### src/design/arpnp_pkg.sv
// Package: shared types, constants and digit decode for the radix-prefix number parser.
package arpnp_pkg;

   // Width of the accumulated value; the result field is always OUT_WIDTH bits.
   localparam int VALUE_WIDTH = 64;
   localparam int OUT_WIDTH   = 64;
   localparam int CHAR_WIDTH  = 8;
   localparam int DIGIT_WIDTH = 5;

   localparam logic [CHAR_WIDTH-1:0] CHAR_ZERO  = 8'h30;  // '0'
   localparam logic [CHAR_WIDTH-1:0] CHAR_NINE  = 8'h39;  // '9'
   localparam logic [CHAR_WIDTH-1:0] CHAR_LA    = 8'h61;  // 'a'
   localparam logic [CHAR_WIDTH-1:0] CHAR_LF    = 8'h66;  // 'f'
   localparam logic [CHAR_WIDTH-1:0] CHAR_UA    = 8'h41;  // 'A'
   localparam logic [CHAR_WIDTH-1:0] CHAR_UF    = 8'h46;  // 'F'
   localparam logic [CHAR_WIDTH-1:0] CHAR_X     = 8'h78;  // 'x'
   localparam logic [CHAR_WIDTH-1:0] CHAR_B     = 8'h62;  // 'b'

   // Digit value reported for a character that is no digit at all
   localparam logic [DIGIT_WIDTH-1:0] DIGIT_NONE = 5'd16;

   localparam logic [DIGIT_WIDTH-1:0] BASE_DEC = 5'd10;
   localparam logic [DIGIT_WIDTH-1:0] BASE_HEX = 5'd16;
   localparam logic [DIGIT_WIDTH-1:0] BASE_BIN = 5'd2;

   localparam logic [VALUE_WIDTH-1:0] VALUE_ALL_ONES = {VALUE_WIDTH{1'b1}};

   // Parser phase, one-hot
   typedef enum logic [3:0] {
      PH_FIRST  = 4'b0001,  // expecting first character
      PH_PREFIX = 4'b0010,  // saw leading '0', expecting prefix letter
      PH_DIGITS = 4'b0100,  // reading digits
      PH_SKIP   = 4'b1000   // error seen, dropping up to the last character
   } arpnp_phase_type;

   typedef enum logic [1:0] {
      RADIX_DEC = 2'd0,
      RADIX_HEX = 2'd1,
      RADIX_BIN = 2'd2
   } arpnp_radix_type;

   typedef enum logic [1:0] {
      ERR_NONE   = 2'd0,
      ERR_PREFIX = 2'd1,
      ERR_DIGIT  = 2'd2
   } arpnp_err_type;

   typedef struct packed {
      arpnp_phase_type         phase;
      arpnp_radix_type         radix;
      logic [VALUE_WIDTH-1:0]  acc;
      arpnp_err_type           err;
   } arpnp_state_type;

   typedef struct packed {
      logic [OUT_WIDTH-1:0] value;
      logic                 failed;
      arpnp_err_type        error_kind;
   } arpnp_result_type;

   // Value of a digit character, DIGIT_NONE for anything else
   function automatic logic [DIGIT_WIDTH-1:0] digit_of(input logic [CHAR_WIDTH-1:0] c);
      logic [CHAR_WIDTH-1:0] d;
      d = CHAR_WIDTH'(DIGIT_NONE);
      if (c >= CHAR_ZERO && c <= CHAR_NINE) begin
         d = c - CHAR_ZERO;
      end else if (c >= CHAR_LA && c <= CHAR_LF) begin
         d = c - CHAR_LA + 8'd10;
      end else if (c >= CHAR_UA && c <= CHAR_UF) begin
         d = c - CHAR_UA + 8'd10;
      end
      return d[DIGIT_WIDTH-1:0];
   endfunction

endpackage

### src/design/arpnp_req_if.sv
// Interface: character input channel, one character and end mark per beat.
interface arpnp_req_if;
   import arpnp_pkg::*;

   logic                  valid;
   logic                  ready;
   logic [CHAR_WIDTH-1:0] ch;
   logic                  last_char;

   modport source (output valid, output ch, output last_char, input ready);
   modport sink   (input valid, input ch, input last_char, output ready);
endinterface

### src/design/arpnp_rsp_if.sv
// Interface: parse result channel, one parsed number per beat.
interface arpnp_rsp_if;
   import arpnp_pkg::*;

   logic                 valid;
   logic                 ready;
   logic [OUT_WIDTH-1:0] value;
   logic                 failed;
   logic [1:0]           error_kind;

   modport source (output valid, output value, output failed, output error_kind, input ready);
   modport sink   (input valid, input value, input failed, input error_kind, output ready);
endinterface

### src/design/arpnp_step.sv
// Module: next parser state and result for one character beat.
module arpnp_step (
   input  arpnp_pkg::arpnp_state_type  cur,
   input  logic [7:0]                  ch,
   input  logic                        last_char,
   output arpnp_pkg::arpnp_state_type  nxt,
   output arpnp_pkg::arpnp_result_type result
);
   import arpnp_pkg::*;

   arpnp_radix_type         radix_eff;
   logic [DIGIT_WIDTH-1:0]  digit;
   logic [DIGIT_WIDTH-1:0]  base;
   logic [VALUE_WIDTH-1:0]  digit_ext;
   logic [VALUE_WIDTH-1:0]  acc_scaled;
   logic                    digit_bad;
   logic                    take_digit;
   arpnp_state_type         walk;

   // First character always restarts in base ten
   assign radix_eff = (cur.phase == PH_FIRST) ? RADIX_DEC : cur.radix;
   assign digit     = digit_of(ch);
   assign digit_ext = VALUE_WIDTH'(digit);

   always_comb begin
      case (radix_eff)
         RADIX_HEX: base = BASE_HEX;
         RADIX_BIN: base = BASE_BIN;
         default:   base = BASE_DEC;
      endcase
   end

   assign digit_bad = (digit >= base);

   // Constant-base multiply: shifts and one add
   always_comb begin
      case (radix_eff)
         RADIX_HEX: acc_scaled = cur.acc << 4;
         RADIX_BIN: acc_scaled = cur.acc << 1;
         default:   acc_scaled = (cur.acc << 3) + (cur.acc << 1);
      endcase
   end

   // Phase walk
   always_comb begin
      walk       = cur;
      take_digit = 1'b0;
      unique case (cur.phase)
         PH_FIRST: begin
            if (ch == CHAR_ZERO && !last_char) begin
               walk.phase = PH_PREFIX;
            end else begin
               walk.radix = RADIX_DEC;
               take_digit = 1'b1;
            end
         end
         PH_PREFIX: begin
            if (ch == CHAR_X) begin
               walk.radix = RADIX_HEX;
               walk.phase = PH_DIGITS;
            end else if (ch == CHAR_B) begin
               walk.radix = RADIX_BIN;
               walk.phase = PH_DIGITS;
            end else begin
               walk.err   = ERR_PREFIX;
               walk.phase = PH_SKIP;
            end
         end
         PH_DIGITS: begin
            take_digit = 1'b1;
         end
         default: begin
         end
      endcase
      if (take_digit) begin
         if (digit_bad) begin
            walk.err   = ERR_DIGIT;
            walk.phase = PH_SKIP;
         end else begin
            walk.acc   = acc_scaled + digit_ext;
            walk.phase = PH_DIGITS;
         end
      end
   end

   // Result on the last character, then back to the start state
   always_comb begin
      if (walk.err != ERR_NONE) begin
         result.value      = OUT_WIDTH'(VALUE_ALL_ONES);
         result.failed     = 1'b1;
         result.error_kind = walk.err;
      end else begin
         result.value      = OUT_WIDTH'(walk.acc);
         result.failed     = 1'b0;
         result.error_kind = ERR_NONE;
      end
      if (last_char) begin
         nxt.phase = PH_FIRST;
         nxt.radix = RADIX_DEC;
         nxt.acc   = '0;
         nxt.err   = ERR_NONE;
      end else begin
         nxt = walk;
      end
   end

endmodule

### src/design/ascii_radix_prefix_number_parser.sv
// Top level: ASCII number parser with 0x/0b radix prefix, one character per beat.
//
//   channel    | dir | beat content                       | when
//   -----------+-----+------------------------------------+--------------------------
//   req_chan   | in  | ch, last_char                      | one beat per character
//   rsp_chan   | out | value, failed, error_kind          | one beat per last_char
//
// One character is taken every cycle while the pipeline is not stalled; the result of the
// beat that carries last_char passes the input register, then the result register.
// The parse step is one shift/add of the accumulator between the two registers.
// Reset clears the parser state and both valid flags; the next beat starts a new string.
// With rsp_chan stalled the result register holds, the input register fills,
// and req_chan.ready drops only when both are full.
module ascii_radix_prefix_number_parser (
   input  logic        clock,
   input  logic        reset,
   arpnp_req_if.sink   req_chan,
   arpnp_rsp_if.source rsp_chan
);
   import arpnp_pkg::*;

   logic                  in_valid_ff, in_valid_in;
   logic [CHAR_WIDTH-1:0] in_ch_ff;
   logic                  in_last_ff;
   arpnp_state_type       state_ff, state_in;
   logic                  rsp_valid_ff, rsp_valid_in;
   arpnp_result_type      rsp_data_ff;
   arpnp_result_type      step_result;
   logic                  advance;
   logic                  req_take;

   // Pipeline moves whenever the result slot is empty or being taken
   assign advance  = !rsp_valid_ff || rsp_chan.ready;
   assign req_chan.ready = !in_valid_ff || advance;
   assign req_take = req_chan.valid && req_chan.ready;

   arpnp_step u_step (
      .cur       (state_ff),
      .ch        (in_ch_ff),
      .last_char (in_last_ff),
      .nxt       (state_in),
      .result    (step_result)
   );

   // Input register
   assign in_valid_in = req_take || (in_valid_ff && !advance);

   always_ff @(posedge clock) begin
      if (reset) begin
         in_valid_ff <= 1'b0;
      end else begin
         in_valid_ff <= in_valid_in;
      end
      if (req_take) begin
         in_ch_ff   <= req_chan.ch;
         in_last_ff <= req_chan.last_char;
      end
   end

   // Parser state and result register
   assign rsp_valid_in = advance ? (in_valid_ff && in_last_ff) : rsp_valid_ff;

   always_ff @(posedge clock) begin
      if (reset) begin
         state_ff.phase <= PH_FIRST;
         state_ff.radix <= RADIX_DEC;
         state_ff.acc   <= '0;
         state_ff.err   <= ERR_NONE;
         rsp_valid_ff   <= 1'b0;
      end else begin
         if (advance && in_valid_ff) begin
            state_ff <= state_in;
         end
         rsp_valid_ff <= rsp_valid_in;
      end
      if (advance && in_valid_ff && in_last_ff) begin
         rsp_data_ff <= step_result;
      end
   end

   assign rsp_chan.valid      = rsp_valid_ff;
   assign rsp_chan.value      = rsp_data_ff.value;
   assign rsp_chan.failed     = rsp_data_ff.failed;
   assign rsp_chan.error_kind = rsp_data_ff.error_kind;

`ifndef ASSERT_OFF
   // A failed result carries the all-ones value
   a_fail_value: assert property (@(posedge clock) disable iff (reset)
      (rsp_valid_ff && rsp_data_ff.failed) |-> (rsp_data_ff.value == OUT_WIDTH'(VALUE_ALL_ONES)))
      else $error("failed result without all-ones value");

   // failed flag agrees with the error kind
   a_fail_kind: assert property (@(posedge clock) disable iff (reset)
      rsp_valid_ff |-> (rsp_data_ff.failed == (rsp_data_ff.error_kind != ERR_NONE)))
      else $error("failed flag and error kind disagree");

   // A last character ends the string: state back to start, result posted
   a_last_restart: assert property (@(posedge clock) disable iff (reset)
      (advance && in_valid_ff && in_last_ff) |=> (state_ff.phase == PH_FIRST && rsp_valid_ff))
      else $error("last character did not post a result and restart");

   // A middle character never returns the parser to the start phase
   a_mid_no_restart: assert property (@(posedge clock) disable iff (reset)
      (advance && in_valid_ff && !in_last_ff) |=> (state_ff.phase != PH_FIRST))
      else $error("middle character restarted the parser");
`endif

endmodule

### src/flat_wrapper.sv
// flat-port wrapper written by rule: the top's interface ports become plain ports
module ascii_radix_prefix_number_parser_flat import arpnp_pkg::*;
  (clock, reset, req_chan_valid, req_chan_ch, req_chan_last_char, req_chan_ready, rsp_chan_valid, rsp_chan_value, rsp_chan_failed, rsp_chan_error_kind, rsp_chan_ready);
  arpnp_req_if req_chan_i ();
  arpnp_rsp_if rsp_chan_i ();
  input  logic clock;
  input  logic reset;
  input wire logic [$bits(req_chan_i.valid)-1:0] req_chan_valid;
  input wire logic [$bits(req_chan_i.ch)-1:0] req_chan_ch;
  input wire logic [$bits(req_chan_i.last_char)-1:0] req_chan_last_char;
  output wire logic [$bits(req_chan_i.ready)-1:0] req_chan_ready;
  output wire logic [$bits(rsp_chan_i.valid)-1:0] rsp_chan_valid;
  output wire logic [$bits(rsp_chan_i.value)-1:0] rsp_chan_value;
  output wire logic [$bits(rsp_chan_i.failed)-1:0] rsp_chan_failed;
  output wire logic [$bits(rsp_chan_i.error_kind)-1:0] rsp_chan_error_kind;
  input wire logic [$bits(rsp_chan_i.ready)-1:0] rsp_chan_ready;
  assign req_chan_i.valid = req_chan_valid;
  assign req_chan_i.ch = req_chan_ch;
  assign req_chan_i.last_char = req_chan_last_char;
  assign req_chan_ready = req_chan_i.ready;
  assign rsp_chan_valid = rsp_chan_i.valid;
  assign rsp_chan_value = rsp_chan_i.value;
  assign rsp_chan_failed = rsp_chan_i.failed;
  assign rsp_chan_error_kind = rsp_chan_i.error_kind;
  assign rsp_chan_i.ready = rsp_chan_ready;
  ascii_radix_prefix_number_parser u_core (.clock(clock), .reset(reset), .req_chan(req_chan_i), .rsp_chan(rsp_chan_i));
endmodule
### config.mk
export PLATFORM = sky130hd
export DESIGN_NAME = ascii_radix_prefix_number_parser_flat
export DESIGN_NICKNAME = d
export VERILOG_FILES = /design/src/design/arpnp_pkg.sv /design/src/design/arpnp_req_if.sv /design/src/design/arpnp_rsp_if.sv /design/src/design/arpnp_step.sv /design/src/design/ascii_radix_prefix_number_parser.sv /design/src/flat_wrapper.sv
export SDC_FILE = /design/constraint.sdc
export NUM_CORES = 1
export LEC_CHECK = 0
export ABC_AREA = 1
export BUFFER_PORTS_ARGS = -buffer_cell sky130_fd_sc_hd__buf_2
export CAP_MARGIN = 20
export CELL_PAD_IN_SITES_DETAIL_PLACEMENT = 0
export CELL_PAD_IN_SITES_GLOBAL_PLACEMENT = 1
export CORE_UTILIZATION = 40
export CTS_CLUSTER_DIAMETER = 40
export CTS_CLUSTER_SIZE = 40
export DETAILED_ROUTE_END_ITERATION = 6
export HOLD_SLACK_MARGIN = 0.08
export PLACE_DENSITY = 0.81
export SYNTH_ARGS = -nofsm -noshare
export SYNTH_HDL_FRONTEND = slang
export SYNTH_SLANG_ARGS = --single-unit
### constraint.sdc
create_clock -name clock -period 4.7 [get_ports clock]
set_input_delay 0.47 -clock clock [delete_from_list [all_inputs] [get_ports clock]]
set_output_delay 0.47 -clock clock [all_outputs]
set_load 0.03 [all_outputs]
==> results of run 1 <==
path summary, 6_finish.rpt:
check / to / cells past startpoint
worst max-delay path: u_core.rsp_chan.value[36] / 25
worst min-delay path: u_core.in_ch_ff[2] / 1
worst max register to register: u_core.rsp_chan.value[36] / 25
worst min register to register: u_core.state_ff[0] / 2
state kept, by name (all words and copies together), names as in the netlist:
name,cells
u_core.state_ff,72
u_core.rsp_chan.failed,1
u_core.in_valid_ff,1
u_core.in_last_ff,1
u_core.rsp_chan.error_kind,2
u_core.rsp_chan.value,64
u_core.in_ch_ff,8
u_core.rsp_chan.valid,1
report_power, final:
group          switching (W)  leakage [nW]  internal [W]  total (W)
clock               0.000632         0.297      0.000852    0.00148
sequential         0.0000307          1.27       0.00144    0.00147
combinational       0.000492          7.05      0.000185   0.000677
total                0.00115          8.62       0.00248    0.00364
worst register-to-register path, delay by kind of cell, from the launching register on:
| family | cells | cell delay, ns |
|---|---|---|
| AOI/OAI and AO/OA | 3 | 0.72 |
| adders and majority gates | 2 | 0.48 |
| and+or+nand+nor | 16 | 1.88 |
| xor gates and xnor gates | 1 | 0.22 |
| DFF | 1 | 0.42 |
| buffers and inverters | 3 | 0.26 |
final cells by class:
type | instances | area (um2)
clock buffers | 18 | 429
clock inverters | 14 | 189
fillers | 4265 | 21400
inverters | 512 | 1920
multi-input cells | 1996 | 9960
flip-flops and latches | 150 | 3760
well taps | 518 | 648
repair buffers | 100 | 573
timing repair:
item / 4_1_cts / 5_1_grt
endpoints found under the setup margin: 0 / 48
resized for setup: 0 / 7
hold buffers: 0 / 0
setup buffers: 0 / 1
synthesized netlist by cell type, types with 18 or more instances:
| cell type | number | area (um2) |
|---|---|---|
| nand2_1 | 1044 | 3920 |
| inv_1 | 487 | 1830 |
| nor2_1 | 188 | 706 |
| nand3_1 | 187 | 936 |
| a21oi_1 | 126 | 631 |
| edfxtp_1 | 76 | 2280 |
| dfxtp_1 | 74 | 1480 |
| ha_1 | 74 | 926 |
| o21ai_0 | 44 | 220 |
| nand2_2 | 37 | 231 |
| clkbuf_1 | 36 | 135 |
| nand4_1 | 35 | 219 |
| o221ai_1 | 34 | 298 |
| nor2_2 | 33 | 206 |
| inv_2 | 23 | 86.3 |
| buf_2 | 21 | 105 |
| nand3_2 | 20 | 200 |
| xor2_1 | 19 | 166 |
| xnor2_1 | 18 | 158 |
metal layers:
| layer | routed length [um] | global-route usage [%] | part of all wire [%] |
|---|---|---|---|
| met1 | 27600 | 40.9 | 48 |
| met2 | 23300 | 41.5 | 41 |
| met4 | 1230 | 8.12 | 2.1 |
| met3 | 5200 | 6.87 | 9.1 |
| met5 | 0 | 0 | 0 |
cells by family (layout without fill, tap and decap cells):
group | count (synthesis) | after routing | synth area share (%)
multiplexers | 7 | 7 | 0.441
flip-flops | 150 | 150 | 23.7
XOR/XNOR | 37 | 37 | 2.04
AND/OR/NAND/NOR | 1626 | 1626 | 44.5
AO/OA/AOI/OAI | 250 | 250 | 9.22
adder cells (fa/ha/maj) | 76 | 76 | 6.08
buffers and inverters | 580 | 644 | 14.0
metrics by stage:
| step | util, % | worst slack [ns] | hold slack [ns] | cell area, um2 |
|---|---|---|---|---|
| finish | 44.9 | 0.467 | 0.184 | 17500 |
| global route | 44.9 | 0.0241 | 0.176 | 17500 |
| CTS | 44.8 | 0.246 | 0.169 | 17400 |
| detailed placement | 43.2 | 0.260 | 0.456 | 16800 |
| global placement | 43.2 | 0.356 | 0.447 | 16800 |
| floorplan | - | 0.0676 | 0.437 | 15900 |
==> flow_summary.ini, run 1 <==
[finish]
syn_to_final_growth_pct = 10.1
layout_common_cells = nand2_1, inv_1, nand3_1, nor2_1, a21oi_1
final_common_cell = nand2_1
drive_gt1_share_pct = 10.8
n_antenna_cell = 0
finalNetCount = 2866
final_cells = 3308

[placement]
placedCellCount = 3275
dp.final_hpwl_um = 45800
io_buffers = 81
gp_congestion = 0.945

[logic_synthesis]
synth_seq_cells = 150
synth-edff-count = 76
synth_nets = 2815
ys.flop_type = edfxtp_1
synth_cell_types = 54
syn_avg_cell_area_um2 = 5.83
synth_area_um2 = 15900
postSynthCellCount = 2726
yosysSeqAreaShare_pct = 23.7
async_reset_ff_share_pct = 0
yosysWarnings = 0

[timing]
finalSetupTns_ns = 0
drv_slew = 0
setup-violations-final = 0
timing.fmax_ghz = 0.236
clock_skew_ns = 0.00929
period_share_pct = 90.1
worst_slew_pin_slew_ns = 0.808
slew_headroom_pct = 46.1
min_period_ns = 4.23
report.final.hold_viol_count = 0
grt_setup_unrepaired = false

[setup_path]
critical_path_required_ns = 4.91
start_kind = flop
crit_start = u_core.in_ch_ff[1]
cp_top_family = simple AND/OR/NAND/NOR gates
timing.critical_path.buf_inv = 3
timing.rr.start = u_core.in_ch_ff[1]
max_stage_delay_ns = 0.42
cp_data_arrival_time_ns = 4.44
worstPathMaxFanout = 5
critPathKind = reg2reg
cp_slowest_cell = edfxtp_1
r2r_setup_slack_ns = 0.47
endpoint_kind = flop

[run]
drv_cap = 0

[cts]
cts_inserted_buffers = 17
clk_pin_slew_ns = 0.07
cts_htree_levels = 4
numClockSinks = 150
tritoncts = done
clk_latency_ns = 0.46
clockBufferDepth = 2
root_buffer = clkbuf_16

[global_route]
grt_antenna_before_repair = 0
track_usage_pct = 28.4
grt_overflow = 0
grt_pass1_vias = 15800
grt_max_degree = 79
grt_pass1_wl_um = 88300

[hold_path]
holdCritStartpoint = req_chan_ch[2]
hp-class = in2reg

[route]
drc_errors = 0
vias = 16900
drtIter0Drc = 1340
routed_via_density = 5.12
antenna_left = 0
wirelength_um = 57300
wire_per_inst_um = 17.3
first_pass_iters = 5

[run_status]
status = finished, final reports clean

[pwr]
total_power_w = 0.00364
peakVddDrop_mv = 0.247
p_leak_nw = 8.62
powerDensity_nw_per_um2 = 208

[die]
die_y_um = 201
std_cell_rows = 72
die-area_um2 = 40500
core_area_um2 = 38900
die_w_um = 201
start_util_pct = 40.8
io_pins = 82
No activity file was read; power rests on OpenSTA's default activity.
==> inputs of run 2 (changes only) <==
--- a/config.mk
+++ b/config.mk
@@ -10,12 +10,13 @@
 export CAP_MARGIN = 20
 export CELL_PAD_IN_SITES_DETAIL_PLACEMENT = 0
 export CELL_PAD_IN_SITES_GLOBAL_PLACEMENT = 1
-export CORE_UTILIZATION = 40
+export CORE_UTILIZATION = 47
 export CTS_CLUSTER_DIAMETER = 40
 export CTS_CLUSTER_SIZE = 40
 export DETAILED_ROUTE_END_ITERATION = 6
 export HOLD_SLACK_MARGIN = 0.08
-export PLACE_DENSITY = 0.81
+export PLACE_DENSITY = 0.89
 export SYNTH_ARGS = -nofsm -noshare
 export SYNTH_HDL_FRONTEND = slang
+export SYNTH_HIERARCHICAL = 1
 export SYNTH_SLANG_ARGS = --single-unit
==> constraint.sdc (replaced) <==
create_clock -name clock -period 5.25 [get_ports clock]
set_input_delay 0.525 -clock clock [delete_from_list [all_inputs] [get_ports clock]]
set_output_delay 0.525 -clock clock [all_outputs]
set_load 0.03 [all_outputs]
==> run 2 against run 1 <==
  * Area after synthesis up 4.7%
  * Critical endpoint is now u_core/state_ff[58]
  * Sequential power down 3%
  * Flip-flop and latch count unchanged
  * Via count up 10%
  * First-iteration DRC count up 54%
  * Power up 16%
  * Die area down 11%
  * Combinational power up 110%
  * Utilization up 7.0 points
  * Clock skew about the same
  * Register-to-register slack about the same
  * Critical path type unchanged
==> flow_summary.ini, run 2 <==
[die]
io_pins = 82
core_area_um2 = 34600
std_cell_rows = 68
start_util_pct = 48.0
die_y_um = 190
die-area_um2 = 36100
die_w_um = 190

[global_route]
grt_pass1_wl_um = 98000
track_usage_pct = 35.7
grt_overflow = 0
grt_antenna_before_repair = 0
grt_max_degree = 94
grt_pass1_vias = 17300

[finish]
layout_common_cells = nand2_1, inv_1, nor2_1, nand3_1, a21oi_1
largest_reg_flops = 72
n_antenna_cell = 0
finalNetCount = 3028
drive_gt1_share_pct = 9.65
largest_register = u_core/state_ff
filler_cell_count = 3710
syn_to_final_growth_pct = 8.17
final_common_cell = nand2_1

[timing]
whs_ns = 0.264
timing.fmax_ghz = 0.209
slew_headroom_pct = 33.7
drv_slew = 0
setup-violations-final = 0
min_period_ns = 4.79
worst_slew_pin_slew_ns = 0.994
finalSetupTns_ns = 0
grt_setup_unrepaired = false
clock_skew_ns = 0.00905
period_share_pct = 91.2
report.final.hold_viol_count = 0

[setup_path]
start_kind = flop
endpoint_kind = flop
max_stage_delay_ns = 0.38
critPathKind = reg2reg
crit_top_cell = nand2_1
cp_data_arrival_time_ns = 5.11
worstPathMaxFanout = 23
critical_path_required_ns = 5.57
cp_slowest_cell = dfxtp_1

[route]
wire_per_inst_um = 18.9
vias = 18700
drtIter0Drc = 2057
first_pass_iters = 6
antenna_left = 0
routed_via_density = 5.49
drc_errors = 0
wirelength_um = 64300

[logic_synthesis]
yosysWarnings = 6
yosysMostFrequentCell = nand2_1
synth_common_cells = nand2_1, inv_1, nor2_1
synth_top_area_cell = nand2_1
synth.top_cell.area_share_pct = 22.4
synth_cell_types = 55
postSynthCellCount = 2915
synth_area_um2 = 16600
synth_nets = 3003
ys.flop_type = edfxtp_1
syn_avg_cell_area_um2 = 5.70
synth_seq_cells = 150
synth-edff-count = 76
synthTopCellsByArea = nand2_1, edfxtp_1, inv_1
async_reset_ff_share_pct = 0
yosysSeqAreaShare_pct = 22.6

[pwr]
switching_share_pct = 38.6
powerDensity_nw_per_um2 = 235
p_leak_nw = 8.97
internal_power_w = 0.00260
peakVddDrop_mv = 0.324
p_clk_share_pct = 32.3
comb_power_share_pct = 33.8
p_seq_share_pct = 33.9
p_switching_w = 0.00163

[cts]
numClockSinks = 150
tritoncts = done
root_buffer = clkbuf_16
clk_pin_slew_ns = 0.06
cts_htree_levels = 4
clockBufferDepth = 2
clk_latency_ns = 0.43
cts_inserted_buffers = 17

[placement]
gp_congestion = 1.02
io_buffers = 81
dp.final_hpwl_um = 50600

[run_status]
status = finished, final reports clean

[hold_path]
hp-class = in2reg

[run]
drv_cap = 0
-- run 2: changes by cell type in the layout (fill, tap and decap cells not counted), sizes merged, moves of 13 or more --
cell	before	now
or2	24	8
a221o	0	15
inv	518	534
nor2	238	374
nand2	1086	1019
o21ai	55	83
o221ai	34	21
a21oi	129	156
nand3	209	266
-- run 2: final cells by class --
cell class	instances	area (um2)	area share [%]
Multi-Input combinational cell	2134	10400	58.0
Tap cell	455	569	3.17
Timing Repair Buffer	98	549	3.06
Inverter	539	2020	11.3
Clock inverter	12	200	1.11
Clock buffer	20	447	2.48
Sequential cell	150	3770	21.0
-- run 2: routing by layer --
layer  up-vias  track usage, %  share of wire (%)
li1       9196               -                  -
met1      8591            47.6                 43
met2       804            59.3                 46
met3       106            3.78                7.8
met4         0            13.0                3.4
met5         -               0                  0
-- run 2: kinds of logic (layout without fill, tap and decap cells) --
| family | after synthesis | in the layout | synth area share [%] |
|---|---|---|---|
| multiplexers | 1 | 1 | 0.0602 |
| adder cells (fa/ha/maj) | 75 | 75 | 5.74 |
| buffers and inverters | 631 | 669 | 15.0 |
| XOR/XNOR | 21 | 21 | 1.11 |
| AO/OA/AOI/OAI | 307 | 307 | 10.8 |
| AND/OR/NAND/NOR | 1730 | 1730 | 44.7 |
| flip-flops | 150 | 150 | 22.6 |
-- run 2: worst max-delay path: cells and delay by family, from the launching register on --
family	cells	cell delay (ns)
and+or+nand+nor	23	2.44
buffers and inverters	8	0.87
adders and majority gates	2	0.64
DFF	1	0.38
AOI/OAI and AO/OA	3	0.36
-- run 2: power by group through the flow --
stage               sequential [W]  combinational, W  clock (W)
global route               0.00144           0.00157    0.00143
CTS                        0.00143           0.00140    0.00138
detailed placement         0.00145           0.00139          0
finish                     0.00143           0.00143    0.00137
global placement           0.00145           0.00138          0
floorplan                  0.00146          0.000947          0
-- run 2: metrics by stage --
| stage | total power [W] | std cells | util (%) | setup slack (ns) | instance area (um2) |
|---|---|---|---|---|---|
| finish | 0.00423 | 3408 | 51.9 | 0.462 | 18000 |
| global route | 0.00443 | 3408 | 51.9 | 0.0308 | 18000 |
| CTS | 0.00421 | 3407 | 51.8 | 0.417 | 18000 |
| detailed placement | 0.00284 | 3375 | 50.0 | 0.464 | 17300 |
| global placement | 0.00284 | 3375 | 50.0 | 0.601 | 17300 |
| floorplan | 0.00240 | 2915 | - | 0.753 | 16600 |
-- run 2: final timing paths --
| path | slack (ns) | start | to | depth (start not counted) |
|---|---|---|---|---|
| worst max-delay path | 0.46 | u_core/state_ff[69] | u_core/state_ff[58] | 36 |
| worst min-delay path | 0.26 | req_chan_ch[1] | u_core/in_ch_ff[1] | 1 |
| worst max register to register | 0.46 | u_core/state_ff[69] | u_core/state_ff[58] | 36 |
| worst min register to register | 0.48 | u_core/state_ff[65] | u_core/state_ff[65] | 2 |
-- run 2: repair_timing --
| item | CTS | global route |
|---|---|---|
| resized for setup | 0 | 5 |
| hold buffers | 0 | 0 |
| setup endpoints to repair | 0 | 20 |
| buffers inserted | 0 | 1 |
